==> config.mk <==
export PLATFORM = sky130hd
export DESIGN_NAME = event_breakpoint_match_table_core
export DESIGN_NICKNAME = d
export VERILOG_FILES = /design/src/hw/rtl/ebmt_pkg.sv /design/src/hw/rtl/event_breakpoint_match_table_core.sv /design/src/hw/rtl/ebmt_cell.sv
export VERILOG_INCLUDE_DIRS = /design/src /design/src/hw/rtl
export SDC_FILE = /design/constraint.sdc
export NUM_CORES = 2
export LEC_CHECK = 0
export ABC_AREA = 1
export BUFFER_PORTS_ARGS = -buffer_cell sky130_fd_sc_hd__buf_2
export CAP_MARGIN = 20
export CORE_MARGIN = 2
export CORE_UTILIZATION = 70
export CTS_BUF_LIST = sky130_fd_sc_hd__clkbuf_2
export DETAILED_ROUTE_END_ITERATION = 7
export PLACE_DENSITY = 0.87
export SETUP_SLACK_MARGIN = 0.2
export SYNTH_ARGS = -nofsm -noshare
export SYNTH_HDL_FRONTEND = slang
export SYNTH_SLANG_ARGS = --single-unit
==> constraint.sdc <==
create_clock -name clk -period 12.15 [get_ports clk]
set_input_delay 0.6075 -clock clk [delete_from_list [all_inputs] [get_ports clk]]
set_output_delay 0.6075 -clock clk [all_outputs]
set_load 0.02 [all_outputs]
==> src/hw/rtl/event_breakpoint_match_table_core_defines.svh <==
// Assertion macros used by the breakpoint match table RTL.
`ifndef EVENT_BREAKPOINT_MATCH_TABLE_CORE_DEFINES_SVH
`define EVENT_BREAKPOINT_MATCH_TABLE_CORE_DEFINES_SVH

// Same-cycle implication, sampled on clk and disabled while rst_n is low.
`define EBMT_ASSERT_NOW(label, ante, cons, msg) \
    label: assert property (@(posedge clk) disable iff (!rst_n) (ante) |-> (cons)) \
        else $error(msg);

// Next-cycle implication, sampled on clk and disabled while rst_n is low.
`define EBMT_ASSERT_NEXT(label, ante, cons, msg) \
    label: assert property (@(posedge clk) disable iff (!rst_n) (ante) |=> (cons)) \
        else $error(msg);

`endif

==> src/hw/rtl/ebmt_pkg.sv <==
// Shared types and codes for the breakpoint match table.
package ebmt_pkg;

    // Operation codes carried in func.
    localparam logic [1:0] FN_CHECK  = 2'd0;
    localparam logic [1:0] FN_ARM    = 2'd1;
    localparam logic [1:0] FN_DISARM = 2'd2;
    localparam logic [1:0] FN_CLEAR  = 2'd3;

    // Result status codes.
    localparam logic [1:0] ST_OK   = 2'd0;
    localparam logic [1:0] ST_MISS = 2'd1;
    localparam logic [1:0] ST_FULL = 2'd2;

    // Packet that travels along the cell chain. The first pass gathers
    // hit and duplicate information and performs removals; the second pass
    // performs the insertion and builds the armed mask.
    typedef struct packed {
        logic        pass2;
        logic [1:0]  func;
        logic [5:0]  event_id;
        logic [63:0] value;
        logic        hit;
        logic        dup;
        logic        claim;
        logic [63:0] mask;
    } pkt_t;

endpackage

==> src/hw/rtl/event_breakpoint_match_table_core.sv <==
// Each accepted input makes two passes along the chain of MAX_ENTRIES slot
// cells and then loads the result registers; a new input is taken only when
// the sequencer is idle, so only one packet is in the chain at a time.
// A new input is taken while the previous result still waits at the output.
// Reset (rst_n, asynchronous, active low) empties the table and zeroes the
// hit counter; slot contents are not cleared.
`include "event_breakpoint_match_table_core_defines.svh"

module event_breakpoint_match_table_core #(
    parameter int MAX_ENTRIES = 16
) (
    input  logic        clk,
    input  logic        rst_n,
    input  logic        in_valid,
    output logic        in_ready,
    input  logic [1:0]  func,
    input  logic [5:0]  event_id,
    input  logic [63:0] value,
    output logic        out_valid,
    input  logic        out_ready,
    output logic [1:0]  status,
    output logic [63:0] armed_mask,
    output logic [31:0] hit_count
);
    import ebmt_pkg::*;

    // Sequencer states.
    localparam logic [1:0] S_IDLE  = 2'd0;
    localparam logic [1:0] S_PASS1 = 2'd1;
    localparam logic [1:0] S_PASS2 = 2'd2;
    localparam logic [1:0] S_DONE  = 2'd3;

    logic [1:0]  state_reg;
    logic [1:0]  state_next;
    logic        chain_vld [0:MAX_ENTRIES];
    pkt_t        chain_pkt [0:MAX_ENTRIES];
    logic [MAX_ENTRIES:1] chain_vld_vec;
    logic        head_vld;
    pkt_t        head_pkt;
    pkt_t        done_pkt_reg;
    pkt_t        done_pkt_next;
    logic [31:0] hits_total_reg;
    logic [31:0] hits_total_next;
    logic        out_valid_reg;
    logic        out_valid_next;
    logic [1:0]  status_reg;
    logic [1:0]  status_next;
    logic [63:0] mask_reg;
    logic [63:0] mask_next;
    logic [31:0] hit_count_reg;
    logic [31:0] hit_count_next;
    logic [1:0]  done_status;
    logic        out_free;

    // The chain head is fed by the sequencer.
    assign chain_vld[0] = head_vld;
    assign chain_pkt[0] = head_pkt;

    // Chain of slot cells.
    genvar gi;
    generate
        for (gi = 0; gi < MAX_ENTRIES; gi++)
        begin : g_cell
            ebmt_cell u_cell (
                .clk     (clk),
                .rst_n   (rst_n),
                .vld_in  (chain_vld[gi]),
                .pkt_in  (chain_pkt[gi]),
                .vld_out (chain_vld[gi+1]),
                .pkt_out (chain_pkt[gi+1])
            );
        end
        for (gi = 1; gi <= MAX_ENTRIES; gi++)
        begin : g_vec
            assign chain_vld_vec[gi] = chain_vld[gi];
        end
    endgenerate

    assign in_ready = (state_reg == S_IDLE);
    assign out_free = !out_valid_reg || out_ready;

    // Status of a finished transaction.
    always_comb
    begin
        case (done_pkt_reg.func)
            FN_CHECK:  done_status = done_pkt_reg.hit ? ST_OK : ST_MISS;
            FN_ARM:    done_status = done_pkt_reg.dup ? ST_MISS :
                                     (done_pkt_reg.claim ? ST_FULL : ST_OK);
            FN_DISARM: done_status = done_pkt_reg.dup ? ST_OK : ST_MISS;
            FN_CLEAR:  done_status = ST_OK;
            default:   done_status = ST_MISS;
        endcase
    end

    // Sequencer: feeds the chain head, collects the tail, loads the output.
    always_comb
    begin
        state_next      = state_reg;
        head_vld        = 1'b0;
        head_pkt        = chain_pkt[MAX_ENTRIES];
        done_pkt_next   = done_pkt_reg;
        hits_total_next = hits_total_reg;
        out_valid_next  = out_valid_reg && !out_ready;
        status_next     = status_reg;
        mask_next       = mask_reg;
        hit_count_next  = hit_count_reg;
        case (state_reg)
            S_IDLE:
            begin
                head_pkt.pass2    = 1'b0;
                head_pkt.func     = func;
                head_pkt.event_id = event_id;
                head_pkt.value    = value;
                head_pkt.hit      = 1'b0;
                head_pkt.dup      = 1'b0;
                head_pkt.claim    = 1'b0;
                head_pkt.mask     = 64'd0;
                if (in_valid)
                begin
                    head_vld   = 1'b1;
                    state_next = S_PASS1;
                end
            end
            S_PASS1:
            begin
                // Second pass: an arm with no duplicate looks for a free slot.
                head_pkt.pass2 = 1'b1;
                head_pkt.claim = (chain_pkt[MAX_ENTRIES].func == FN_ARM) &&
                                 !chain_pkt[MAX_ENTRIES].dup;
                head_pkt.mask  = 64'd0;
                if (chain_vld[MAX_ENTRIES])
                begin
                    head_vld   = 1'b1;
                    state_next = S_PASS2;
                end
            end
            S_PASS2:
            begin
                if (chain_vld[MAX_ENTRIES])
                begin
                    done_pkt_next = chain_pkt[MAX_ENTRIES];
                    state_next    = S_DONE;
                end
            end
            S_DONE:
            begin
                if (out_free)
                begin
                    if ((done_pkt_reg.func == FN_CHECK) && done_pkt_reg.hit &&
                        (hits_total_reg != 32'hFFFF_FFFF))
                    begin
                        hits_total_next = hits_total_reg + 32'd1;
                    end
                    out_valid_next = 1'b1;
                    status_next    = done_status;
                    mask_next      = done_pkt_reg.mask;
                    hit_count_next = hits_total_next;
                    state_next     = S_IDLE;
                end
            end
            default:
            begin
                state_next = S_IDLE;
            end
        endcase
    end

    // Control registers.
    always_ff @(posedge clk or negedge rst_n)
    begin
        if (!rst_n)
        begin
            state_reg      <= S_IDLE;
            hits_total_reg <= 32'd0;
            out_valid_reg  <= 1'b0;
        end
        else
        begin
            state_reg      <= state_next;
            hits_total_reg <= hits_total_next;
            out_valid_reg  <= out_valid_next;
        end
    end

    // Result payload registers.
    always_ff @(posedge clk)
    begin
        done_pkt_reg  <= done_pkt_next;
        status_reg    <= status_next;
        mask_reg      <= mask_next;
        hit_count_reg <= hit_count_next;
    end

    assign out_valid  = out_valid_reg;
    assign status     = status_reg;
    assign armed_mask = mask_reg;
    assign hit_count  = hit_count_reg;

    // Checks on the sequencer and chain.
    `EBMT_ASSERT_NOW(a_single_pkt, 1'b1, $countones(chain_vld_vec) <= 1, "Two packets in chain.")
    `EBMT_ASSERT_NOW(a_idle_empty, state_reg == S_IDLE, chain_vld_vec == '0, "Chain busy in idle.")
    `EBMT_ASSERT_NEXT(a_hits_mono, 1'b1, hits_total_reg >= $past(hits_total_reg), "Hits fell.")
    `EBMT_ASSERT_NOW(a_status_code, out_valid_reg, status_reg <= ST_FULL, "Bad status code.")

endmodule

==> src/hw/rtl/ebmt_cell.sv <==
// One table slot of the breakpoint match chain, with its packet stage.
module ebmt_cell (
    input  logic              clk,
    input  logic              rst_n,
    input  logic              vld_in,
    input  ebmt_pkg::pkt_t    pkt_in,
    output logic              vld_out,
    output ebmt_pkg::pkt_t    pkt_out
);
    import ebmt_pkg::*;

    logic        slot_valid_reg;
    logic        slot_valid_next;
    logic [5:0]  slot_ev_reg;
    logic [5:0]  slot_ev_next;
    logic [63:0] slot_filter_reg;
    logic [63:0] slot_filter_next;
    logic        vld_reg;
    pkt_t        pkt_reg;
    pkt_t        pkt_next;
    logic        ev_eq;
    logic        exact;
    logic        any_hit;

    // Local comparisons against the slot contents.
    assign ev_eq   = slot_valid_reg && (slot_ev_reg == pkt_in.event_id);
    assign exact   = ev_eq && (slot_filter_reg == pkt_in.value);
    assign any_hit = ev_eq && ((slot_filter_reg == 64'd0) || (slot_filter_reg == pkt_in.value));

    // Slot update and packet modification for both passes.
    always_comb
    begin
        pkt_next         = pkt_in;
        slot_valid_next  = slot_valid_reg;
        slot_ev_next     = slot_ev_reg;
        slot_filter_next = slot_filter_reg;
        if (vld_in)
        begin
            if (!pkt_in.pass2)
            begin
                case (pkt_in.func)
                    FN_CHECK:
                    begin
                        if (any_hit)
                        begin
                            pkt_next.hit = 1'b1;
                        end
                    end
                    FN_ARM:
                    begin
                        if (exact)
                        begin
                            pkt_next.dup = 1'b1;
                        end
                    end
                    FN_DISARM:
                    begin
                        // Only the first matching pair is removed.
                        if (exact && !pkt_in.dup)
                        begin
                            slot_valid_next = 1'b0;
                            pkt_next.dup    = 1'b1;
                        end
                    end
                    FN_CLEAR:
                    begin
                        slot_valid_next = 1'b0;
                    end
                    default:
                    begin
                        pkt_next = pkt_in;
                    end
                endcase
            end
            else
            begin
                // The first free slot along the chain takes a pending insertion.
                if ((pkt_in.func == FN_ARM) && pkt_in.claim && !slot_valid_reg)
                begin
                    slot_valid_next  = 1'b1;
                    slot_ev_next     = pkt_in.event_id;
                    slot_filter_next = pkt_in.value;
                    pkt_next.claim   = 1'b0;
                end
                if (slot_valid_next)
                begin
                    pkt_next.mask = pkt_in.mask | (64'd1 << slot_ev_next);
                end
            end
        end
    end

    // Control state of the cell.
    always_ff @(posedge clk or negedge rst_n)
    begin
        if (!rst_n)
        begin
            slot_valid_reg <= 1'b0;
            vld_reg        <= 1'b0;
        end
        else
        begin
            slot_valid_reg <= slot_valid_next;
            vld_reg        <= vld_in;
        end
    end

    // Slot contents and packet payload.
    always_ff @(posedge clk)
    begin
        slot_ev_reg     <= slot_ev_next;
        slot_filter_reg <= slot_filter_next;
        pkt_reg         <= pkt_next;
    end

    assign vld_out = vld_reg;
    assign pkt_out = pkt_reg;

endmodule

* After elaboration in Yosys (flattened, before gate mapping)
Cells that the tools add are included.
** Cells by class
- $add $sub $neg :: 1
- $mul :: 0
- Div/mod/pow operators :: 0
- Order comparisons :: 0
- Equality and inequality tests :: 108
- Shift-type cells :: 16
- Multiplexer cells :: 323
- Bitwise logic cells :: 16
- Reduce and logical (&&, ||, !) cells :: 253
** Operator list (count)
- $mux W140 :: 16
- $mux W75 :: 16
- $mux W65 :: 16
- $eq A64 B64 Y1 :: 16
- $logic_not A64 Y1 :: 16
- $mux W64 :: 16
- $or A64 B64 Y64 :: 16
- $shl A1 B6 Y64 const A :: 16
- $mux W6 :: 48
- $mux W1 :: 166
- $pmux W65 S2 :: 1
- $logic_and A1 B1 Y1 :: 100
- $eq A6 B6 Y1 :: 16
- $reduce_and A3 Y1 :: 32
- $mux W74 :: 1
- $eq A2 B2 Y1 const B :: 36
- $pmux W1 S2 :: 34
- $reduce_bool A3 Y1 :: 16
- $ne A3 B2 Y1 const B :: 15
- $eq A2 B1 Y1 const B :: 19
- $logic_not A2 Y1 :: 18
- $reduce_and A2 Y1 :: 18
- $logic_not A1 Y1 :: 35
- $add A32 B1 Y32 const B :: 1
- other kinds (9) :: 33
** Storage, ports and cells
- Register bits after elaboration :: 3594
- Latch bits :: 0
- Bits in writable memories :: 0
- ROM bits :: 0
- Input port bits :: 76
- Output and inout port bits :: 100
- Logic and storage cells :: 920
- Memories :: 0

* Depth between registers and ports, before layout
- Word-level depth :: 13
- Gate-level depth with buffers :: 19
- Mapped depth without buffers :: 17

* Modules after synthesis
A second synthesis with hierarchy kept.
** Unflattened totals
- Cell total of the unflattened synthesis :: 12884
- Area total of the unflattened synthesis :: 129860.8 sq um
** Modules (own cells, without submodules)
- ebmt_cell at g_cell[10].u_cell ... :: instances 15, cells each 743, area an instance 7526.0 sq um, seq. area each 4954.8 sq um
- event_breakpoint_match_table_core :: instances 1, cells each 999, area an instance 9459.1 sq um, seq. area each 5890.6 sq um
- ebmt_cell at g_cell[0].u_cell :: instances 1, cells each 740, area an instance 7512.2 sq um, seq. area each 4954.8 sq um

* Least setup slack after synthesis
No wires, ideal clock.
- Kind :: register to register
- From :: register state_reg[0]
- To :: register g_cell[0].u_cell.slot_filter_reg[0], enable pin
- Library setup time :: 567 ps
- Data arrival time :: 6425 ps
- Required time :: 11583 ps
- Path slack :: 5158 ps
- Stages on the path, launching flop included :: 10
- Path buffers :: 3
- Period minus slack after synthesis :: 6992 ps
- Path through :: dfrtp_1 -> inv_1 -> ha_1 -> buf_4 -> buf_4 -> buf_2 -> o21ai_0 -> ha_1 -> nand3_4 -> nor3_1
** RTL lines
- start: declaration :: line event_breakpoint_match_table_core.sv:33 : logic [1:0] state_reg;
- start signal: assignment :: line event_breakpoint_match_table_core.sv:179 : state_reg <= state_next;
- end signal: assignment :: line ebmt_cell.sv:112 : slot_filter_reg <= slot_filter_next;
- end: declaration :: line ebmt_cell.sv:16 : logic [63:0] slot_filter_reg;

* Worst setup path in the final report
- From :: register state_reg[0]
- To :: output in_ready
** On the way
- Cells in the longest elaborated chain, start to end :: 1
** RTL lines
- $logic_not A2 Y1 :: line event_breakpoint_match_table_core.sv:79 : assign in_ready = (state_reg == S_IDLE);
- end: declaration :: line event_breakpoint_match_table_core.sv:15 : output logic in_ready,
No other way between the ends.

==> parameters.txt <==
Parameter                              Value

STA
  Final setup margin    7.63 ns
  Final count of negative-setup-slack endpoints    0
  Number of slew-limit violations in the final report    0
  Fin crit share    37.2%
  Layout Skew    0.179 ns
  Worst slack on hold paths    0.188 ns
  RSZ-0062 raised after global routing    no
  Worst-Margin Slew    1.32 ns
  Final critical path time including I/O delays and setup    4.52 ns
  Fin Setup TNS    0 ns
  Final hold violation count    0
  Worst slew margin    12.2%
  Fmax achieved    221 MHz

Pwr
  Switching Fraction    33.4%
  Maximum ir drop on the vdd rail    0.135 mV
  Switching power of the nets    9790 µW
  Relative contribution of the clock network to total power    26.0%
  Combinational cell fraction of total power    14.6%
  Seq pwr share    59.4%
  Pwr Density    218 nW/µm²
  Leakage component of the power    0.0504 µW
  Cell Int Power    19,500 µW

Setup path
  Critical path start-end classification    reg -> out
  Delay contributed by the slowest stage of the critical path    0.69 ns
  Critical Path Start    state_reg[0]
  Sort of element at the end of the critical path    output port
  Worst R2R Path Depth    17
  Largest fanout of any net on the critical path    69
  Worst reg2reg path endpoint    g_cell[0].u_cell.slot_valid_reg
  Crit path max-delay cell type    buf_4
  Capturing instance or port of the critical path    in_ready
  Crit-path cells    inv_1, ha_4, buf_4, buf_2
  Setup slack, reg-to-reg    7.90 ns
  Critical path launch point type    register
  Required time reported for the critical path endpoint    11.54 ns
  Startpoint of the worst register-to-register path    state_reg[0]
  Arrival time at the worst endpoint    3.92 ns

Placed design
  Placed Instance Area    125,000 µm²
  Worst slack after detailed placement    8.42 ns
  Dpl hpwl    221 mm
  Gpl congestion    0.990
  # port buffers    175

CTS
  Clock tree from TritonCTS    built
  Largest buffer count on any clock path    4
  Hold buffer count at CTS    219
  Sinks on Clock Net    3,594
  Buffer cell driving the clock tree root    clkbuf_2
  Number of H-tree levels    6
  Clock transition at the registers of the reported paths    0.10 ns
  Number of instances resized during post-cts repair    0
  Clock buffers created by TritonCTS    807
  Clock insertion delay at the later pin of the skew report    2.03 ns
  Post-CTS repair timing setup buffer count    0

Floorplanning
  Number of placement rows    152
  Area of the placeable core    172,000 µm²
  Die Outline Area    176,000 µm²
  Starting density of the core    70.5%
  Die width    420 µm
  Vertical extent of the die    420 µm
  Ports placed on the boundary    176

Detailed routing
  Average wire per cell in the routed design    22.5 µm
  Total DRC errors in the routed layout    0
  Routed Wire Length    314 mm
  Drt first-iter violations    11,000
  Vias per cell    5.84
  Number of nets with antenna violations after detailed routing    0
  Detailed-route via count    81,500
  Count of TritonRoute iterations in the first routing pass    7

Synth
  Per-instance average area after synthesis    12.2 µm²
  Number of register bits inferred by synthesis    3,594
  Count of flip-flops with a built-in enable after synthesis    1,287
  Synth Net Count    10,100
  Fraction of the yosys area taken by sequential cells    70.3%
  Number of library cell types mapped by synthesis    56
  Main flop type after synthesis    dfxtp_1
  Instance count of the mapped netlist    9,939
  Syn Std Cell Area    121,000 µm²
  Yosys warning total    0
  Share of flip-flops with an asynchronous set or reset after synthesis    1.86%

Finish
  Fillers    9,718
  Flip-flop count of the largest register after layout    2,240
  Fin nets    11,100
  Layout cells sized above 1    14.6%
  Post-route design area    134,000 µm²
  Area growth from synthesis to final layout    11.0%

Outcome
  Result of the run    completed

GRT
  Overall routing resource usage    35.0%
  Antenna violations before repair    23
  Maximum number of pins on one net before global-route repair    88
  First-pass GRT wire length    465 mm
  Number of global-route vias before repair    80,000
  Remaining Overflow, GRT    0

Run
  Max cap viols    0

Worst hold path
  Worst hold path type    in -> reg
placed cells by master, fill, tap and decap left out, drive strengths merged, types with 240 or more instances in the layout:
cell type  netlist  routed
dfxtp         2240    2240
edfxtp        1287    1287
clkbuf         117    1214
nand2         1137    1137
o21bai         975     975
nor2           858     858
xnor2          825     825
nand3          671     671
inv            494     507
nand4          275     275
clkinv          28     256
o21ai          240     240
worst max-delay path, delay by kind of cell, from the launching register on:
| kind | cells | cell delay [ns] |
|---|---|---|
| buffers and inverters | 3 | 1.21 |
| DFF | 1 | 0.44 |
| adders and majority gates | 1 | 0.31 |
per-stage QoR:
step / util, % / total power, µW / cells
2_1_floorplan: - / 19400 / 9939
3_3_place_gp: 72.4 / 21200 / 12300
3_5_place_dp: 72.5 / 21500 / 12300
4_1_cts: 78.2 / 29100 / 14000
5_1_grt: 78.3 / 30500 / 14000
6_report: 78.3 / 29300 / 14000
synth_stat cells, types with 5 or more instances:
cell type | n | area (µm²)
a21oi_1 | 88 | 440
a31oi_1 | 8 | 50.1
buf_1 | 38 | 143
buf_2 | 45 | 225
buf_4 | 7 | 52.6
clkbuf_1 | 112 | 420
clkbuf_2 | 5 | 25.0
clkinv_1 | 28 | 105
dfrtp_1 | 67 | 1680
dfxtp_1 | 2240 | 44800
edfxtp_1 | 1287 | 38600
ha_1 | 71 | 888
inv_1 | 479 | 1800
inv_2 | 14 | 52.6
nand2_1 | 1133 | 4250
nand3_1 | 668 | 3340
nand3b_1 | 19 | 143
nand4_1 | 275 | 1720
nor2_1 | 848 | 3180
nor2_2 | 7 | 43.8
nor3_1 | 85 | 425
nor3b_1 | 6 | 45.0
nor4_1 | 106 | 663
o2111ai_1 | 8 | 70.1
o21ai_0 | 181 | 906
o21ai_1 | 31 | 155
o21ai_2 | 27 | 236
o21bai_1 | 975 | 7320
o22ai_1 | 10 | 62.6
o31ai_1 | 5 | 37.5
or2_2 | 96 | 601
xnor2_1 | 825 | 7230
xor2_1 | 100 | 876
worst min-delay path by stage:
stage / startpoint / endpoint / cells after the start
floorplan: rst_n / g_cell[0].u_cell.slot_valid_reg / 0
global placement: g_cell[4].u_cell.pkt_out[79] / g_cell[5].u_cell.pkt_out[79] / 0
detailed placement: g_cell[13].u_cell.pkt_out[130] / g_cell[14].u_cell.pkt_out[130] / 0
CTS: value[43] / g_cell[0].u_cell.pkt_out[110] / 5
global route: func[0] / g_cell[0].u_cell.pkt_out[137] / 5
finish: value[21] / g_cell[0].u_cell.pkt_out[65] / 13
cells by family after synthesis:
group / synth area share, %
adders and majority gates: 0.734
and+or+nand+nor: 12.1
buffers and inverters: 2.34
AOI/OAI and AO/OA: 7.77
DFF: 70.3
xor gates and xnor gates: 6.70
area by class of cell:
type / instances / area (µm²) / area share, %
antenna: 8 / 20.0 / 0.0149
clock buffer: 1214 / 6080 / 4.52
clock inverter: 257 / 1430 / 1.06
timing repair buffer: 446 / 3690 / 2.75
tap: 2310 / 2890 / 2.15
multi-input combinational: 5615 / 33200 / 24.7
inverter: 522 / 1960 / 1.46
sequential: 3594 / 85200 / 63.3
per-layer routing:
layer,up-vias,part of all wire (%),global-route usage (%)
li1,36600,-,-
met1,38900,41,49.5
met2,5238,43,51.3
met3,818,11,8.23
met4,6,4.8,16.9
met5,-,0.011,0
power groups by stage:
stage	clock network (µW)	logic, µW	registers, µW
finish	7630	4280	17400
global route	8260	4690	17600
CTS	7650	4170	17300
detailed placement	0	4020	17500
global placement	0	3790	17500
floorplan	0	2990	16400
Note: power is estimated with default switching activity, not from simulation.
